File: config.mk
export PLATFORM = sky130hd
export DESIGN_NAME = session_key_frame_unpacker_top
export DESIGN_NICKNAME = d
export VERILOG_FILES = /design/src/rtl/core/skfu_pkg.sv /design/src/rtl/core/skfu_front.sv /design/src/rtl/core/skfu_queue.sv /design/src/rtl/core/skfu_back.sv /design/src/rtl/core/session_key_frame_unpacker_top.sv
export SDC_FILE = /design/constraint.sdc
export NUM_CORES = 1
export LEC_CHECK = 0
export BUFFER_PORTS_ARGS = -buffer_cell sky130_fd_sc_hd__buf_4
export CAP_MARGIN = 5
export CORE_UTILIZATION = 55
export DETAILED_ROUTE_END_ITERATION = 10
export PLACE_DENSITY_LB_ADDON = 0.1
export SLEW_MARGIN = 20
export SYNTH_ARGS = -nofsm -noshare
export SYNTH_HDL_FRONTEND = slang
export SYNTH_HIERARCHICAL = 1
export SYNTH_SLANG_ARGS = --single-unit
File: constraint.sdc
create_clock -name i_clk -period 4.05 [get_ports i_clk]
set_input_delay 0.2025 -clock i_clk [delete_from_list [all_inputs] [get_ports i_clk]]
set_output_delay 0.2025 -clock i_clk [all_outputs]
set_load 0.005 [all_outputs]
File: src/rtl/core/skfu_pkg.sv
// Package for the session key frame unpacker: phase and result-entry types,
// status and kind codes, and fixed frame constants. No dependencies.
`timescale 1ns / 1ps

package skfu_pkg;

    // Frame layout constants.
    localparam logic [7:0] BLOCK_TYPE    = 8'd2;
    localparam logic [5:0] KEY_LEN_RESET = 6'd16;
    localparam logic [5:0] KEY_COUNT_MAX = 6'd63;
    localparam logic [5:0] MAX_KEY_BYTES = 6'd32;

    // Result kind codes.
    localparam logic KIND_KEY    = 1'b0;
    localparam logic KIND_STATUS = 1'b1;

    // Frame status codes.
    localparam logic [1:0] ST_OK       = 2'd0;
    localparam logic [1:0] ST_BAD_TYPE = 2'd1;
    localparam logic [1:0] ST_LEN_ERR  = 2'd2;
    localparam logic [1:0] ST_SUM_ERR  = 2'd3;

    typedef enum logic [1:0] {
        PH_TYPE = 2'd0,
        PH_PAD  = 2'd1,
        PH_ALGO = 2'd2,
        PH_BODY = 2'd3
    } t_phase;

    // Work handed from the front to the back for one accepted byte:
    // an optional released key byte and an optional closing status.
    typedef struct packed {
        logic       has_key;
        logic [7:0] key_byte;
        logic [5:0] key_idx;
        logic [7:0] algo;
        logic       has_st;
        logic [1:0] status;
        logic [5:0] st_idx;
    } t_entry;

endpackage

File: src/rtl/core/skfu_front.sv
// Front part of the session key frame unpacker: frame parser, key sum and
// length register. Produces at most one t_entry per accepted byte. Uses skfu_pkg.
`timescale 1ns / 1ps

module skfu_front (
    input  logic            i_clk,
    input  logic            i_rst_n,
    input  logic            i_cfg_we,
    input  logic [5:0]      i_cfg_wdata,
    input  logic            i_accept,
    input  logic [7:0]      i_frame_byte,
    input  logic            i_last_byte,
    output logic            o_push,
    output skfu_pkg::t_entry o_entry
);
    import skfu_pkg::*;

    logic [5:0]  r_expected_key_len;
    t_phase      r_phase, n_phase;
    logic        r_bad_type, n_bad_type;
    logic [7:0]  r_held0, n_held0;
    logic [7:0]  r_held1, n_held1;
    logic [1:0]  r_held_count, n_held_count;
    logic [15:0] r_key_sum, n_key_sum;
    logic [5:0]  r_key_count, n_key_count;
    logic [7:0]  r_algo, n_algo;
    logic        r_key_over, n_key_over;
    logic        key_out;
    logic [1:0]  status;

    // Phase sequencing.
    always_comb begin
        n_phase = r_phase;
        if (!r_bad_type) begin
            unique case (r_phase)
                PH_TYPE: n_phase = PH_PAD;
                PH_PAD:  if (i_frame_byte == 8'd0) n_phase = PH_ALGO;
                PH_ALGO: n_phase = PH_BODY;
                PH_BODY: n_phase = PH_BODY;
                default: n_phase = PH_TYPE;
            endcase
        end
    end

    // Datapath for the byte at the input.
    always_comb begin
        n_bad_type   = r_bad_type;
        n_held0      = r_held0;
        n_held1      = r_held1;
        n_held_count = r_held_count;
        n_key_sum    = r_key_sum;
        n_key_count  = r_key_count;
        n_algo       = r_algo;
        n_key_over   = r_key_over;
        key_out      = 1'b0;
        if (!r_bad_type) begin
            unique case (r_phase)
                PH_TYPE: begin
                    if (i_frame_byte != BLOCK_TYPE) n_bad_type = 1'b1;
                end
                PH_ALGO: begin
                    n_algo = i_frame_byte;
                end
                PH_BODY: begin
                    if (r_held_count == 2'd2) begin
                        // The oldest held byte is now known to be a key byte.
                        key_out   = 1'b1;
                        n_key_sum = r_key_sum + {8'd0, r_held0};
                        if (r_key_count == KEY_COUNT_MAX) begin
                            n_key_over = 1'b1;
                        end else begin
                            n_key_count = r_key_count + 6'd1;
                        end
                        n_held0 = r_held1;
                        n_held1 = i_frame_byte;
                    end else begin
                        if (r_held_count[0]) begin
                            n_held1 = i_frame_byte;
                        end else begin
                            n_held0 = i_frame_byte;
                        end
                        n_held_count = r_held_count + 2'd1;
                    end
                end
                default: begin
                end
            endcase
        end
    end

    // Closing status, taken on the state that includes the final byte.
    always_comb begin
        if (n_bad_type) begin
            status = ST_BAD_TYPE;
        end else if (n_phase != PH_BODY || n_held_count != 2'd2 || n_key_over ||
                     n_key_count != r_expected_key_len ||
                     n_key_count > MAX_KEY_BYTES) begin
            status = ST_LEN_ERR;
        end else if ({n_held0, n_held1} != n_key_sum) begin
            status = ST_SUM_ERR;
        end else begin
            status = ST_OK;
        end
    end

    always_comb begin
        o_entry.has_key  = key_out;
        o_entry.key_byte = r_held0;
        o_entry.key_idx  = r_key_count;
        o_entry.algo     = n_algo;
        o_entry.has_st   = i_last_byte;
        o_entry.status   = status;
        o_entry.st_idx   = n_key_count;
        o_push           = i_accept && (key_out || i_last_byte);
    end

    always_ff @(posedge i_clk) begin
        if (!i_rst_n) begin
            r_expected_key_len <= KEY_LEN_RESET;
        end else if (i_cfg_we) begin
            r_expected_key_len <= i_cfg_wdata;
        end
    end

    always_ff @(posedge i_clk) begin
        if (!i_rst_n || (i_accept && i_last_byte)) begin
            r_phase      <= PH_TYPE;
            r_bad_type   <= 1'b0;
            r_held0      <= 8'd0;
            r_held1      <= 8'd0;
            r_held_count <= 2'd0;
            r_key_sum    <= 16'd0;
            r_key_count  <= 6'd0;
            r_algo       <= 8'd0;
            r_key_over   <= 1'b0;
        end else if (i_accept) begin
            r_phase      <= n_phase;
            r_bad_type   <= n_bad_type;
            r_held0      <= n_held0;
            r_held1      <= n_held1;
            r_held_count <= n_held_count;
            r_key_sum    <= n_key_sum;
            r_key_count  <= n_key_count;
            r_algo       <= n_algo;
            r_key_over   <= n_key_over;
        end
    end

endmodule

File: src/rtl/core/skfu_queue.sv
// Four-entry queue of t_entry words between the front and the back parts.
// Uses skfu_pkg.
`timescale 1ns / 1ps

module skfu_queue (
    input  logic             i_clk,
    input  logic             i_rst_n,
    input  logic             i_push,
    input  skfu_pkg::t_entry i_data,
    input  logic             i_pop,
    output logic             o_full,
    output logic             o_valid,
    output skfu_pkg::t_entry o_data
);
    import skfu_pkg::*;

    localparam int DEPTH = 4;
    localparam int PW    = $clog2(DEPTH);

    t_entry          r_mem [DEPTH];
    logic [PW-1:0]   r_wptr, r_rptr;
    logic [PW:0]     r_count;
    logic            do_push, do_pop;

    assign o_full  = (r_count == (PW+1)'(DEPTH));
    assign o_valid = (r_count != '0);
    assign o_data  = r_mem[r_rptr];
    assign do_push = i_push && !o_full;
    assign do_pop  = i_pop && o_valid;

    always_ff @(posedge i_clk) begin
        if (do_push) begin
            r_mem[r_wptr] <= i_data;
        end
    end

    always_ff @(posedge i_clk) begin
        if (!i_rst_n) begin
            r_wptr  <= '0;
            r_rptr  <= '0;
            r_count <= '0;
        end else begin
            if (do_push) r_wptr <= r_wptr + 1'b1;
            if (do_pop)  r_rptr <= r_rptr + 1'b1;
            if (do_push && !do_pop) begin
                r_count <= r_count + 1'b1;
            end else if (do_pop && !do_push) begin
                r_count <= r_count - 1'b1;
            end
        end
    end

endmodule

File: src/rtl/core/skfu_back.sv
// Back part of the session key frame unpacker: takes entries from the queue
// and hands out their key and status beats in order. Uses skfu_pkg.
`timescale 1ns / 1ps

module skfu_back (
    input  logic             i_clk,
    input  logic             i_rst_n,
    input  logic             i_q_valid,
    input  skfu_pkg::t_entry i_q_data,
    output logic             o_q_pop,
    input  logic             pop,
    output logic             empty,
    output logic             o_kind,
    output logic [7:0]       o_key_byte,
    output logic [5:0]       o_key_index,
    output logic [7:0]       o_algo_id,
    output logic [1:0]       o_status,
    output logic             o_end_of_frame
);
    import skfu_pkg::*;

    t_entry r_entry;
    logic   r_key_pend, r_st_pend;
    logic   take, load_ok;

    assign empty   = !(r_key_pend || r_st_pend);
    assign take    = pop && !empty;
    // The held entry is used up once nothing stays pending after this beat.
    assign load_ok = empty || (take && !(r_key_pend && r_st_pend));
    assign o_q_pop = load_ok && i_q_valid;

    always_ff @(posedge i_clk) begin
        if (o_q_pop) begin
            r_entry <= i_q_data;
        end
    end

    always_ff @(posedge i_clk) begin
        if (!i_rst_n) begin
            r_key_pend <= 1'b0;
            r_st_pend  <= 1'b0;
        end else if (load_ok) begin
            r_key_pend <= i_q_valid && i_q_data.has_key;
            r_st_pend  <= i_q_valid && i_q_data.has_st;
        end else if (take) begin
            r_key_pend <= 1'b0;
        end
    end

    always_comb begin
        o_kind         = r_key_pend ? KIND_KEY : KIND_STATUS;
        o_key_byte     = r_key_pend ? r_entry.key_byte : 8'd0;
        o_key_index    = r_key_pend ? r_entry.key_idx : r_entry.st_idx;
        o_algo_id      = r_entry.algo;
        o_status       = r_key_pend ? ST_OK : r_entry.status;
        o_end_of_frame = !r_key_pend;
    end

endmodule

File: src/rtl/core/session_key_frame_unpacker_top.sv
// Top level of the session key frame unpacker: front parser, entry queue and
// result back end. Depends on skfu_pkg, skfu_front, skfu_queue, skfu_back.
`timescale 1ns / 1ps

// The unpacker takes one byte of a decrypted type-2 frame (leading zero
// already removed) per beat on the push/full side and can accept a new byte
// in every clock cycle while the queue is not full. The front part parses
// the block type, padding, algorithm byte and key bytes as each byte is
// accepted and writes at most one entry per byte into a four-entry queue;
// the back part reads the queue and hands out results on the empty/pop side
// one beat per cycle. A key byte is released by the byte that proves it is
// not part of the trailing checksum, and the final byte of a frame yields a
// status beat (0 ok, 1 bad block type, 2 key length mismatch or truncated
// frame, 3 checksum error). A byte that releases a key byte and also ends
// the frame produces two beats, so the result side is the limit: the
// sustained rate is one byte per cycle as long as the consumer pops every
// cycle, and the queue absorbs the extra status beat at each frame end. The
// queue writes the entry at the edge that accepts a byte, and the back part
// then loads it from the queue into its held entry register, which drives
// the result ports. The expected key length register (reset 16) is written
// through i_cfg_we/i_cfg_wdata and should only change between frames while
// no results are outstanding.
module session_key_frame_unpacker_top (
    input  logic       i_clk,
    input  logic       i_rst_n,
    input  logic       i_cfg_we,
    input  logic [5:0] i_cfg_wdata,
    input  logic       push,
    output logic       full,
    input  logic [7:0] i_frame_byte,
    input  logic       i_last_byte,
    output logic       empty,
    input  logic       pop,
    output logic       o_kind,
    output logic [7:0] o_key_byte,
    output logic [5:0] o_key_index,
    output logic [7:0] o_algo_id,
    output logic [1:0] o_status,
    output logic       o_end_of_frame
);
    import skfu_pkg::*;

    logic   accept;
    logic   q_push, q_pop, q_full, q_valid;
    t_entry f_entry, q_entry;

    // A byte is taken whenever the queue has room for what it may produce.
    assign full   = q_full;
    assign accept = push && !q_full;

    skfu_front u_front (
        .i_clk        (i_clk),
        .i_rst_n      (i_rst_n),
        .i_cfg_we     (i_cfg_we),
        .i_cfg_wdata  (i_cfg_wdata),
        .i_accept     (accept),
        .i_frame_byte (i_frame_byte),
        .i_last_byte  (i_last_byte),
        .o_push       (q_push),
        .o_entry      (f_entry)
    );

    skfu_queue u_queue (
        .i_clk   (i_clk),
        .i_rst_n (i_rst_n),
        .i_push  (q_push),
        .i_data  (f_entry),
        .i_pop   (q_pop),
        .o_full  (q_full),
        .o_valid (q_valid),
        .o_data  (q_entry)
    );

    skfu_back u_back (
        .i_clk          (i_clk),
        .i_rst_n        (i_rst_n),
        .i_q_valid      (q_valid),
        .i_q_data       (q_entry),
        .o_q_pop        (q_pop),
        .pop            (pop),
        .empty          (empty),
        .o_kind         (o_kind),
        .o_key_byte     (o_key_byte),
        .o_key_index    (o_key_index),
        .o_algo_id      (o_algo_id),
        .o_status       (o_status),
        .o_end_of_frame (o_end_of_frame)
    );

`ifndef SYNTHESIS
    // The front never writes an entry that carries no beat.
    a_no_empty_entry: assert property (@(posedge i_clk) disable iff (!i_rst_n)
        q_push |-> (f_entry.has_key || f_entry.has_st))
        else $error("front pushed an entry without a beat");

    // The queue cannot report full and empty at once.
    a_queue_sane: assert property (@(posedge i_clk) disable iff (!i_rst_n)
        !(q_full && !q_valid))
        else $error("queue reports full and empty together");

    // A status closing the frame right after a key byte counts that byte.
    a_status_index: assert property (@(posedge i_clk) disable iff (!i_rst_n)
        (q_push && f_entry.has_key && f_entry.has_st && !f_entry.status[0] &&
         f_entry.key_idx != KEY_COUNT_MAX) |-> (f_entry.st_idx == f_entry.key_idx + 6'd1))
        else $error("status key count does not follow the last key index");

    // Nothing is handed to the back part from an empty queue.
    a_pop_valid: assert property (@(posedge i_clk) disable iff (!i_rst_n)
        q_pop |-> q_valid)
        else $error("back end read an empty queue");
`endif

endmodule

Yosys cells after proc, flatten, opt, wreduce, memory -nomap -nowiden
Memory sizes are Yosys's and may differ from the RTL's. A register that Yosys moved wholly into a read port is not among the register bits.
Cells that the tools add are included.
- register bits: 97
- input bits: 20
- logic and storage cells: 122
- memory bits (writable): 128
- memories: 1
- output and inout port bits: 28
- equal/unequal tests: 11
- muxes and demuxes: 48
- $lt $le $gt $ge: 1
- reductions and logical operators: 34
- add/sub/neg operators: 7
- memory list (memory ; words ; bits a word ; rd ports ; clocked after memory_dff ; wr ports ; line ; source):
    u_queue.r_mem ; 4 ; 32 ; 1 ; 1 ; 1 ; skfu_queue.sv:20 ; t_entry r_mem [DEPTH];
- operator list (kind ; count):
    two-way mux 8 bit ; 11
    two-way mux 16 bit ; 3
    two-way mux 6 bit ; 5
    two-way mux 2 bit ; 11
    adder 16 x 8 -> 16 bit ; 1
    inequality test 16 bit ; 1
    two-way mux 1 bit ; 15
    logical AND 1 bit ; 13
    logical NOT 8 bit ; 1
    logical OR 1 bit ; 8
    inequality test 8 x 2 -> 1 bit (second input constant) ; 1
    logical NOT 1 bit ; 7
    adder 2 x 1 -> 2 bit (second input constant) ; 3
    adder 6 x 1 -> 6 bit (second input constant) ; 1
    == test 2 bit (second input constant) ; 3
    == test 6 bit (second input constant) ; 1
    greater-than comparator 6 bit (second input constant) ; 1
    two-way mux 3 bit ; 2
    inequality test 6 bit ; 1
    case mux 2 bit (3 select lines) ; 1
    inequality test 2 bit (second input constant) ; 2
    nonzero test 2 bit ; 2
    adder 3 x 1 -> 3 bit (second input constant) ; 1
    == test 3 bit (second input constant) ; 1
    5 further kinds ; 5

Longest topological paths before layout
Gate-level depths: netlist (run 1).
- depth after elaboration: 11
- gate-level depth with buffers: 17
- mapped depth without buffers: 13

Cells and area by module
The synthesis (run 1) kept the hierarchy.
- by module, submodules not included (module ; sequential area each (sq um) ; area an instance (sq um) ; cells an instance ; instances):
    skfu_queue ; 4023.9 ; 5148.7 ; 215 ; 1
    skfu_front ; 1161.1 ; 3971.3 ; 482 ; 1
    skfu_back ; 940.9 ; 1233.7 ; 71 ; 1
    session_key_frame_unpacker_top ; 0.0 ; 13.8 ; 1 ; 1

Worst setup path after synthesis (run 1)
OpenSTA, ideal clock, no wires.
- path type: register -> register
- start: register u_front.r_held0[0]
- end: memory u_queue/r_mem[0][6] in the netlist's numbering, data pin
- path buffers: 1
- library setup time: 282 ps
- data required time: 3768 ps
- cell stages (with the launch flop): 12
- arrival time: 2705 ps
- clock period less this slack: 2986 ps
- setup slack: 1064 ps
- cell sequence: dfxtp_1 -> ha_1 -> fa_1 -> a211oi_2 -> o211ai_1 -> and2_1 -> clkbuf_1 -> a41oi_1 -> o2111ai_1 -> a2111o_1 -> a211oi_2 -> a31oi_1
- RTL lines (what ; line ; source):
    from (decl) ; skfu_front.sv:21 ; logic [7:0] r_held0, n_held0;
    from (signal assigned) ; skfu_front.sv:139 ; r_held0 <= n_held0;
    to (decl) ; skfu_queue.sv:20 ;

==> flow_results.xml, run 1 <==
<?xml version="1.0" encoding="UTF-8"?>
<metrics>
  <group name="routing">
    <metric name="route.vias.total" unit="">6469</metric>
    <metric name="residual_antenna_violating_net_count_after_detailed_routing" unit="">0</metric>
    <metric name="maxUsedRoutingLayer" unit="">met4</metric>
    <metric name="met1Wirelength" unit="mm">9.50</metric>
    <metric name="met2_length" unit="mm">10.8</metric>
    <metric name="avgRoutedWirePerCell" unit="um">20.9</metric>
    <metric name="drt_first_pass_iters" unit="">5</metric>
    <metric name="avgViaCountPerCell" unit="">6.09</metric>
    <metric name="dr.first_iter.drc_count" unit="">484</metric>
    <metric name="met3RoutedLength" unit="mm">1.23</metric>
    <metric name="drc" unit="">0</metric>
    <metric name="drt_wl_total" unit="mm">22.2</metric>
  </group>
  <group name="clock_tree">
    <metric name="cts_buffer_depth" unit="">3</metric>
    <metric name="clock_sinks" unit="">227</metric>
    <metric name="clk_root_buffer_cell" unit="">sky130_fd_sc_hd__clkbuf_16</metric>
    <metric name="cts_tree" unit="">yes</metric>
    <metric name="source_to_sink_clock_delay_at_the_later_pin_of_the_worst_skew_pair" unit="ns">0.50</metric>
    <metric name="cts_inserted_buffers" unit="">24</metric>
    <metric name="cts.repair_timing.setup_buffer_count" unit="">0</metric>
    <metric name="worst_setup_hold_path_clk_slew" unit="ns">0.06</metric>
    <metric name="cts_repair_resized_insts" unit="">0</metric>
    <metric name="cts_h_tree_lvls" unit="">1</metric>
  </group>
  <group name="synthesis">
    <metric name="postSynthRegisterBits" unit="">227</metric>
    <metric name="ys_warn_count" unit="">6</metric>
    <metric name="synthDistinctLibCells" unit="">77</metric>
    <metric name="dominantRegCellSynth" unit="">sky130_fd_sc_hd__edfxtp_1</metric>
    <metric name="postSynth.asyncResetShare" unit="%">0</metric>
    <metric name="avg_inst_size_synth" unit="um2">13.5</metric>
    <metric name="synth_edf_count" unit="">158</metric>
    <metric name="synthDominantAreaCellType" unit="">sky130_fd_sc_hd__edfxtp_1</metric>
    <metric name="area_contributors_post_synth" unit="">sky130_fd_sc_hd__edfxtp_1 (46%), sky130_fd_sc_hd__dfxtp_1 (13%), sky130_fd_sc_hd__mux4_2 (6.5%)</metric>
    <metric name="ys_seq_area_share" unit="%">59.1</metric>
    <metric name="synth.top_cell.area_share" unit="%">45.8</metric>
    <metric name="synth_fp_nets" unit="">807</metric>
    <metric name="synth_area" unit="mm2">0.0104</metric>
    <metric name="postSynthCellCount" unit="">769</metric>
  </group>
  <group name="critical_path">
    <metric name="path_cells" unit="">inv_1 -&gt; ha_1 -&gt; nand4b_4 -&gt; inv_1 -&gt; o21ai_1 -&gt; o31ai_1 -&gt; o2111ai_1 -&gt; a21oi_1 -&gt; nor2b_1 -&gt; a31oi_1</metric>
    <metric name="crit_arrival" unit="ns">3.76</metric>
    <metric name="worst_ep_required_time" unit="ns">4.27</metric>
    <metric name="slowest_stage" unit="">sky130_fd_sc_hd__inv_1</metric>
    <metric name="setup.worst_path.start_class" unit="">flop</metric>
    <metric name="count_of_cells_along_the_worst_register_to_register_path" unit="">10</metric>
    <metric name="max_stage_delay" unit="ns">0.52</metric>
    <metric name="worst_r2r_src" unit="">u_front/r_held_count[0]</metric>
    <metric name="crit_type" unit="">reg -&gt; reg</metric>
    <metric name="cp-endpoint" unit="">u_queue/r_mem[0][7]</metric>
    <metric name="crit_path_end_kind" unit="">flop</metric>
    <metric name="rr_endpoint" unit="">u_queue/r_mem[0][7]</metric>
    <metric name="critical_path_peak_fanout" unit="">18</metric>
    <metric name="crit_path_start" unit="">u_front/r_held_count[0]</metric>
    <metric name="logic_depth_of_the_worst_setup_path_including_buffers" unit="">10</metric>
    <metric name="r2r_slack" unit="ns">0.51</metric>
    <metric name="worstPathBufferInverterCount" unit="">2</metric>
    <metric name="worst_path_dominant_cell_family" unit="">compound AO/OA/AOI/OAI gates</metric>
    <metric name="cpMostUsedCell" unit="">sky130_fd_sc_hd__inv_1</metric>
  </group>
  <group name="pwr">
    <metric name="p_comb_share" unit="%">16.8</metric>
    <metric name="cell_internal_pwr" unit="mW">4.53</metric>
    <metric name="swShare" unit="%">25.0</metric>
    <metric name="switching_power" unit="mW">1.51</metric>
    <metric name="power.leakage" unit="nW">4.25</metric>
    <metric name="seqPwrFrac" unit="%">49.2</metric>
    <metric name="power_density" unit="mW/mm2">520</metric>
    <metric name="peakVddDrop" unit="mV">0.333</metric>
    <metric name="pwr-share-clk" unit="%">34.0</metric>
  </group>
  <group name="sta">
    <metric name="count_of_final_hold_check_violations" unit="">0</metric>
    <metric name="layout_min_cycle_time" unit="ns">3.54</metric>
    <metric name="worst_pin_slew" unit="ns">0.988</metric>
    <metric name="fin_tns_setup" unit="ns">0</metric>
    <metric name="finalCritPeriodShare" unit="%">87.5</metric>
    <metric name="grt_setup_unrepaired" unit="">no</metric>
    <metric name="fin_skew" unit="ns">0.00715</metric>
    <metric name="max_freq" unit="MHz">282</metric>
    <metric name="slew_viol_final" unit="">0</metric>
    <metric name="slew_headroom" unit="%">33.9</metric>
    <metric name="setup_viol" unit="">0</metric>
  </group>
  <group name="global_route">
    <metric name="grt_start_max_net_pins" unit="">37</metric>
    <metric name="initial_antenna_violation_count" unit="">0</metric>
    <metric name="grt_pass1_wl" unit="mm">34.8</metric>
    <metric name="grt.total_usage" unit="%">23.3</metric>
    <metric name="globalRoute.totalOverflow" unit="">0</metric>
    <metric name="number_of_global_route_vias_before_repair" unit="">6454</metric>
  </group>
  <group name="die">
    <metric name="dieWidth" unit="um">139</metric>
    <metric name="ioPinCount" unit="">48</metric>
    <metric name="die_h" unit="um">139</metric>
    <metric name="die_area" unit="mm2">0.0194</metric>
    <metric name="placeableCoreArea" unit="mm2">0.0182</metric>
    <metric name="initial_utilization" unit="%">56.9</metric>
    <metric name="placementRows" unit="">49</metric>
  </group>
  <group name="finish">
    <metric name="final_net_count" unit="">854</metric>
    <metric name="final_layout_size_suffix_gt1_share" unit="%">20.6</metric>
    <metric name="final_antenna_diode_count" unit="">0</metric>
    <metric name="flow.area_growth_from_synthesis" unit="%">12.1</metric>
    <metric name="finish.cell_count_without_fillers" unit="">1063</metric>
  </group>
  <group name="job">
    <metric name="max-cap-violations" unit="">0</metric>
  </group>
  <group name="placed_design">
    <metric name="detailedPlacementHpwl" unit="mm">14.9</metric>
    <metric name="placedCellCount" unit="">1012</metric>
    <metric name="io_buffer_count" unit="">47</metric>
    <metric name="gp_congestion" unit="">0.924</metric>
  </group>
  <group name="worst_hold_path">
    <metric name="worstHoldPathType" unit="">in -&gt; reg</metric>
  </group>
  <group name="outcome">
    <metric name="outcome" unit="">finished, final reports clean</metric>
  </group>
</metrics>
synth_stat cells, types with 16 or more instances:
library cell / instances
sky130_fd_sc_hd__a21oi_1: 43
sky130_fd_sc_hd__and2_1: 24
sky130_fd_sc_hd__buf_4: 16
sky130_fd_sc_hd__dfxtp_1: 69
sky130_fd_sc_hd__edfxtp_1: 158
sky130_fd_sc_hd__ha_1: 16
sky130_fd_sc_hd__inv_1: 16
sky130_fd_sc_hd__mux2i_1: 26
sky130_fd_sc_hd__mux4_2: 30
sky130_fd_sc_hd__nand2_1: 51
sky130_fd_sc_hd__nand3_1: 21
sky130_fd_sc_hd__nor2_1: 52
sky130_fd_sc_hd__xnor2_1: 24
sky130_fd_sc_hd__xor2_1: 17
power groups by stage:
stage                     combinational [mW]  sequential, mW  clock, mW
final                                   1.01            2.97       2.06
after global routing                    1.09            3.01       2.19
after CTS                               1.03            2.98       2.10
after detailed placement                1.02            3.03          0
after global placement                  1.00            3.02          0
after floorplan                        0.809            2.92          0
layout by cell type (no fill, tap or decap), types with 4 or more instances in the layout:
cell                            instances
sky130_fd_sc_hd__o22a_1                 4
sky130_fd_sc_hd__o211ai_1               5
sky130_fd_sc_hd__nand3_1               21
sky130_fd_sc_hd__a31oi_1                6
sky130_fd_sc_hd__and3_1                10
sky130_fd_sc_hd__a21oi_1               43
sky130_fd_sc_hd__mux4_2                30
sky130_fd_sc_hd__o221a_2                6
sky130_fd_sc_hd__nor3_1                 9
sky130_fd_sc_hd__clkinv_2               4
sky130_fd_sc_hd__dlygate4sd3_1          7
sky130_fd_sc_hd__clkbuf_1               6
sky130_fd_sc_hd__a21o_1                 5
sky130_fd_sc_hd__nand2_1               51
sky130_fd_sc_hd__edfxtp_1             158
sky130_fd_sc_hd__inv_1                 16
sky130_fd_sc_hd__clkbuf_16             25
sky130_fd_sc_hd__xor2_1                17
sky130_fd_sc_hd__mux2i_1               26
sky130_fd_sc_hd__o22ai_1                7
sky130_fd_sc_hd__xnor2_1               24
sky130_fd_sc_hd__dfxtp_1               68
sky130_fd_sc_hd__nor2b_1               13
sky130_fd_sc_hd__o21ai_0               10
sky130_fd_sc_hd__buf_4                 65
sky130_fd_sc_hd__a211oi_1               7
sky130_fd_sc_hd__ha_1                  16
sky130_fd_sc_hd__mux2_2                15
sky130_fd_sc_hd__and2_1                24
sky130_fd_sc_hd__nand4_1                4
sky130_fd_sc_hd__o21bai_1               4
sky130_fd_sc_hd__nor2_1                52
per-layer routing:
layer	track usage (%)	vias to the layer above
met5	0	-
met4	9.18	0
met3	2.92	49
met2	38.7	244
met1	31.4	3189
li1	-	2987
through the flow:
| stage | total power, mW | hold WS [ns] | area, um2 | setup WS (ns) | utilization (%) |
|---|---|---|---|---|---|
| 6_report | 6.04 | 0.00921 | 11600 | 0.507 | 63.8 |
| 3_5_place_dp | 4.05 | 0.437 | 10800 | 0.558 | 59.3 |
| 3_3_place_gp | 4.02 | 0.422 | 10800 | 0.680 | 59.3 |
| 5_1_grt | 6.29 | 0.0162 | 11600 | 0.273 | 63.8 |
| 4_1_cts | 6.11 | 0.00196 | 11600 | 0.546 | 63.8 |
| 2_1_floorplan | 3.73 | 0.264 | 10400 | 1.06 | - |
layout make-up:
type	instances	area, um2
Fill cell	1372	6590
Sequential cell	227	6130
Tap cell	229	287
Clock buffer	34	689
Timing Repair Buffer	72	558
Inverter	16	60.1
Clock inverter	10	66.3
Multi-Input combinational cell	475	3830
worst min path at each step:
stage,slack [ns],cells past startpoint,start,endpoint
after global placement,0.42,3,i_cfg_wdata[4],u_front/r_expected_key_len[4]
after CTS,0.002,3,i_cfg_wdata[3],u_front/r_expected_key_len[3]
final,0.009,3,i_cfg_wdata[3],u_front/r_expected_key_len[3]
after detailed placement,0.44,3,i_cfg_wdata[4],u_front/r_expected_key_len[4]
after global routing,0.02,3,i_frame_byte[0],u_front/r_held1[0]
after floorplan,0.26,1,i_rst_n,u_front/r_expected_key_len[4]
repair_timing:
item	4_1_cts	5_1_grt
endpoints found under the setup margin	0	0
hold buffers	7	0
endpoints found under the hold margin	9	0
worst register-to-register path, cell delays in order (launching register included):
cell                        delay (ns)
sky130_fd_sc_hd__dfxtp_1          0.39
sky130_fd_sc_hd__inv_1            0.13
sky130_fd_sc_hd__ha_1             0.45
sky130_fd_sc_hd__nand4b_4         0.14
sky130_fd_sc_hd__inv_1            0.52
sky130_fd_sc_hd__o21ai_1          0.41
sky130_fd_sc_hd__o31ai_1          0.37
sky130_fd_sc_hd__o2111ai_1        0.17
sky130_fd_sc_hd__a21oi_1          0.36
sky130_fd_sc_hd__nor2b_1          0.18
sky130_fd_sc_hd__a31oi_1          0.14
cell families after synthesis:
| logic type | share of synthesized area (%) |
|---|---|
| fa+ha+maj | 2.32 |
| compound gates | 8.96 |
| simple gates | 10.6 |
| mux | 11.2 |
| xor+xnor | 3.90 |
| flops | 59.1 |
| buf+inv | 3.96 |
flip-flops by register name, summed over array words and instances, names as in the netlist, 2 cells and up, named ones only:
name                        count
u_front/r_key_sum              16
u_front/r_key_count             6
u_front/r_held1                 8
u_back/o_algo_id                8
u_front/r_expected_key_len      6
u_queue/r_rptr                  2
u_front/r_held0                 8
u_queue/r_mem                 128
u_back/r_entry                 22
u_front/r_phase                 2
u_queue/r_count                 3
u_front/r_held_count            2
u_queue/r_wptr                  2
u_front/r_algo                  8
(Power assumes the default switching activity.)
==> run 2: changes to the inputs <==
--- a/config.mk
+++ b/config.mk
@@ -5,13 +5,15 @@
 export SDC_FILE = /design/constraint.sdc
 export NUM_CORES = 1
 export LEC_CHECK = 0
-export BUFFER_PORTS_ARGS = -buffer_cell sky130_fd_sc_hd__buf_4
+export BUFFER_PORTS_ARGS = -buffer_cell sky130_fd_sc_hd__buf_2
 export CAP_MARGIN = 5
 export CORE_UTILIZATION = 55
 export DETAILED_ROUTE_END_ITERATION = 10
 export PLACE_DENSITY_LB_ADDON = 0.1
+export RECOVER_POWER = 100
 export SLEW_MARGIN = 20
 export SYNTH_ARGS = -nofsm -noshare
 export SYNTH_HDL_FRONTEND = slang
 export SYNTH_HIERARCHICAL = 1
 export SYNTH_SLANG_ARGS = --single-unit
+export TNS_END_PERCENT = 30
==> run 2 against run 1 <==
The run now ends with max-capacitance violations, max-slew violations left; via count shrank 0.79%; routed wire length up 3.3%; core utilization shrank 0.77 points; critical path depth shrank 1; maximum frequency fell by 1.4%; clock skew up 0.0015 ns; clock power grew 8%; count of clock-buffer cells in the layout shrank 3; register-to-register slack worse by 0.05 ns; first-iteration DRC count grew 3.3%; setup slack got worse by 0.050 ns; design area down 1.2%; highest routed layer unchanged.
==> flow_results.xml, run 2 (synthesis results as in run 1) <==
<?xml version="1.0" encoding="UTF-8"?>
<metrics>
  <group name="critical_path">
    <metric name="r2r_slack" unit="ns">0.46</metric>
    <metric name="path_cells" unit="">inv_1 -&gt; ha_1 -&gt; nand4b_2 -&gt; inv_1 -&gt; nor2_1 -&gt; nor2_1 -&gt; nor2b_1 -&gt; and2_0 -&gt; clkbuf_1</metric>
    <metric name="worst_path_dominant_cell_family" unit="">buffers and inverters</metric>
    <metric name="crit_arrival" unit="ns">3.70</metric>
    <metric name="crit_path_end_kind" unit="">flop</metric>
    <metric name="critical_path_peak_fanout" unit="">18</metric>
    <metric name="crit_type" unit="">reg -&gt; reg</metric>
    <metric name="worstPathBufferInverterCount" unit="">3</metric>
    <metric name="max_stage_delay" unit="ns">0.85</metric>
    <metric name="slowest_stage" unit="">sky130_fd_sc_hd__clkbuf_1</metric>
    <metric name="setup.worst_path.start_class" unit="">flop</metric>
    <metric name="worst_ep_required_time" unit="ns">4.16</metric>
  </group>
  <group name="global_route">
    <metric name="grt_pass1_wl" unit="mm">35.6</metric>
    <metric name="globalRoute.totalOverflow" unit="">0</metric>
    <metric name="grt_start_max_net_pins" unit="">43</metric>
    <metric name="initial_antenna_violation_count" unit="">0</metric>
    <metric name="number_of_global_route_vias_before_repair" unit="">6550</metric>
    <metric name="grt.total_usage" unit="%">23.9</metric>
  </group>
  <group name="clock_tree">
    <metric name="cts_tree" unit="">yes</metric>
    <metric name="source_to_sink_clock_delay_at_the_later_pin_of_the_worst_skew_pair" unit="ns">0.50</metric>
    <metric name="ctsHoldBuffers" unit="">6</metric>
    <metric name="cts_buffer_depth" unit="">3</metric>
    <metric name="cts_inserted_buffers" unit="">24</metric>
    <metric name="clock_sinks" unit="">227</metric>
    <metric name="clk_root_buffer_cell" unit="">sky130_fd_sc_hd__clkbuf_16</metric>
    <metric name="cts_h_tree_lvls" unit="">1</metric>
    <metric name="cts_repair_resized_insts" unit="">0</metric>
    <metric name="cts.repair_timing.setup_buffer_count" unit="">0</metric>
    <metric name="worst_setup_hold_path_clk_slew" unit="ns">0.06</metric>
  </group>
  <group name="routing">
    <metric name="avgViaCountPerCell" unit="">6.05</metric>
    <metric name="dr.first_iter.drc_count" unit="">500</metric>
    <metric name="route.vias.total" unit="">6418</metric>
    <metric name="residual_antenna_violating_net_count_after_detailed_routing" unit="">0</metric>
    <metric name="drc" unit="">0</metric>
    <metric name="avgRoutedWirePerCell" unit="um">21.6</metric>
    <metric name="drt_first_pass_iters" unit="">5</metric>
    <metric name="drt_wl_total" unit="mm">22.9</metric>
  </group>
  <group name="pwr">
    <metric name="totalPowerFinal" unit="mW">6.12</metric>
    <metric name="peakVddDrop" unit="mV">0.334</metric>
    <metric name="power.leakage" unit="nW">4.14</metric>
    <metric name="power_density" unit="mW/mm2">533</metric>
  </group>
  <group name="die">
    <metric name="ioPinCount" unit="">48</metric>
    <metric name="die_h" unit="um">139</metric>
    <metric name="placeableCoreArea" unit="mm2">0.0182</metric>
    <metric name="dieWidth" unit="um">139</metric>
    <metric name="initial_utilization" unit="%">56.9</metric>
    <metric name="die_area" unit="mm2">0.0194</metric>
    <metric name="placementRows" unit="">49</metric>
  </group>
  <group name="sta">
    <metric name="fin_tns_setup" unit="ns">0</metric>
    <metric name="setup_viol" unit="">0</metric>
    <metric name="worst_pin_slew" unit="ns">1.88</metric>
    <metric name="max_freq" unit="MHz">278</metric>
    <metric name="slew_viol_final" unit="">57</metric>
    <metric name="slew_headroom" unit="%">-25.5</metric>
    <metric name="finalCritPeriodShare" unit="%">88.7</metric>
    <metric name="grt_setup_unrepaired" unit="">no</metric>
    <metric name="fin_skew" unit="ns">0.00863</metric>
    <metric name="count_of_final_hold_check_violations" unit="">0</metric>
    <metric name="layout_min_cycle_time" unit="ns">3.59</metric>
  </group>
  <group name="finish">
    <metric name="final_net_count" unit="">853</metric>
    <metric name="flow.area_growth_from_synthesis" unit="%">10.7</metric>
    <metric name="layout_commonest_cell" unit="">sky130_fd_sc_hd__edfxtp_1</metric>
    <metric name="biggestRegsByFlops" unit="">u_queue/r_mem: 128 flops, u_back/r_entry: 22 flops, u_front/r_key_sum: 16 flops</metric>
    <metric name="mostFrequentLayoutCells" unit="">sky130_fd_sc_hd__edfxtp_1 (158), sky130_fd_sc_hd__dfxtp_1 (69), sky130_fd_sc_hd__nor2_1 (52), sky130_fd_sc_hd__nand2_1 (51), sky130_fd_sc_hd__a21oi_1 (43)</metric>
    <metric name="final_antenna_diode_count" unit="">0</metric>
    <metric name="max_flop_register" unit="">u_queue/r_mem</metric>
    <metric name="largest_register_ff_count" unit="">128</metric>
    <metric name="nFillCells" unit="">1397</metric>
    <metric name="final_layout_size_suffix_gt1_share" unit="%">16.2</metric>
  </group>
  <group name="placed_design">
    <metric name="io_buffer_count" unit="">47</metric>
    <metric name="gp_congestion" unit="">0.923</metric>
    <metric name="detailedPlacementHpwl" unit="mm">15.6</metric>
  </group>
  <group name="job">
    <metric name="max-cap-violations" unit="">2</metric>
  </group>
  <group name="worst_hold_path">
    <metric name="worstHoldPathType" unit="">in -&gt; reg</metric>
  </group>
  <group name="outcome">
    <metric name="outcome" unit="">finished with violations</metric>
    <metric name="violations" unit="">max-capacitance violations, max-slew violations</metric>
  </group>
</metrics>
[run 2: metal layers]
layer	vias to the layer above	global-route usage (%)	wire length, um
met5	-	0	0
met4	0	9.59	896
met3	52	2.68	996
met2	190	41.0	11100
met1	3191	31.1	9970
li1	2985	-	-
[run 2: worst reg2reg max path, cell delays in order (launching register included)]
cell and delay, ns:
sky130_fd_sc_hd__dfxtp_1 0.38, sky130_fd_sc_hd__inv_1 0.15, sky130_fd_sc_hd__ha_1 0.40, sky130_fd_sc_hd__nand4b_2 0.16, sky130_fd_sc_hd__inv_1 0.38, sky130_fd_sc_hd__nor2_1 0.08, sky130_fd_sc_hd__nor2_1 0.12, sky130_fd_sc_hd__nor2b_1 0.45
sky130_fd_sc_hd__and2_0 0.24, sky130_fd_sc_hd__clkbuf_1 0.85
[run 2: path summary, 6_finish.rpt]
kind | to | start | cells past startpoint
hold / removal | u_front/r_expected_key_len[5] | i_cfg_wdata[5] | 3
hold reg to reg | u_front/r_held1[5] | u_front/r_held1[5] | 2
setup reg to reg | u_queue/r_mem[3][4] | u_front/r_held_count[0] | 9
setup / recovery | u_queue/r_mem[3][4] | u_front/r_held_count[0] | 9
[run 2: report_power, final]
part	internal (mW)	switching (mW)
clock network	1.38	0.841
registers	2.82	0.152
logic	0.436	0.497
[run 2: area by class of cell]
class	count	area [um2]	share of cell area (%)
tap	229	287	2.50
inverter	16	60.1	0.523
clock inverter	12	160	1.40
timing repair buffer	71	385	3.36
clock buffer	31	648	5.65
sequential	227	6130	53.4
multi-input combinational	475	3810	33.2
[run 2: stage by stage]
stage / util [%] / hold WS (ns) / std cells / cell area (um2) / setup slack (ns)
global placement: 58.7 / 0.423 / 1012 / 10700 / 0.693
CTS: 63.5 / 0.00113 / 1061 / 11600 / 0.591
detailed placement: 58.7 / 0.443 / 1012 / 10700 / 0.607
floorplan: - / 0.264 / 769 / 10400 / 1.06
finish: 63.0 / 0.00698 / 1061 / 11500 / 0.457
global route: 63.0 / 0.0316 / 1061 / 11500 / 0.179
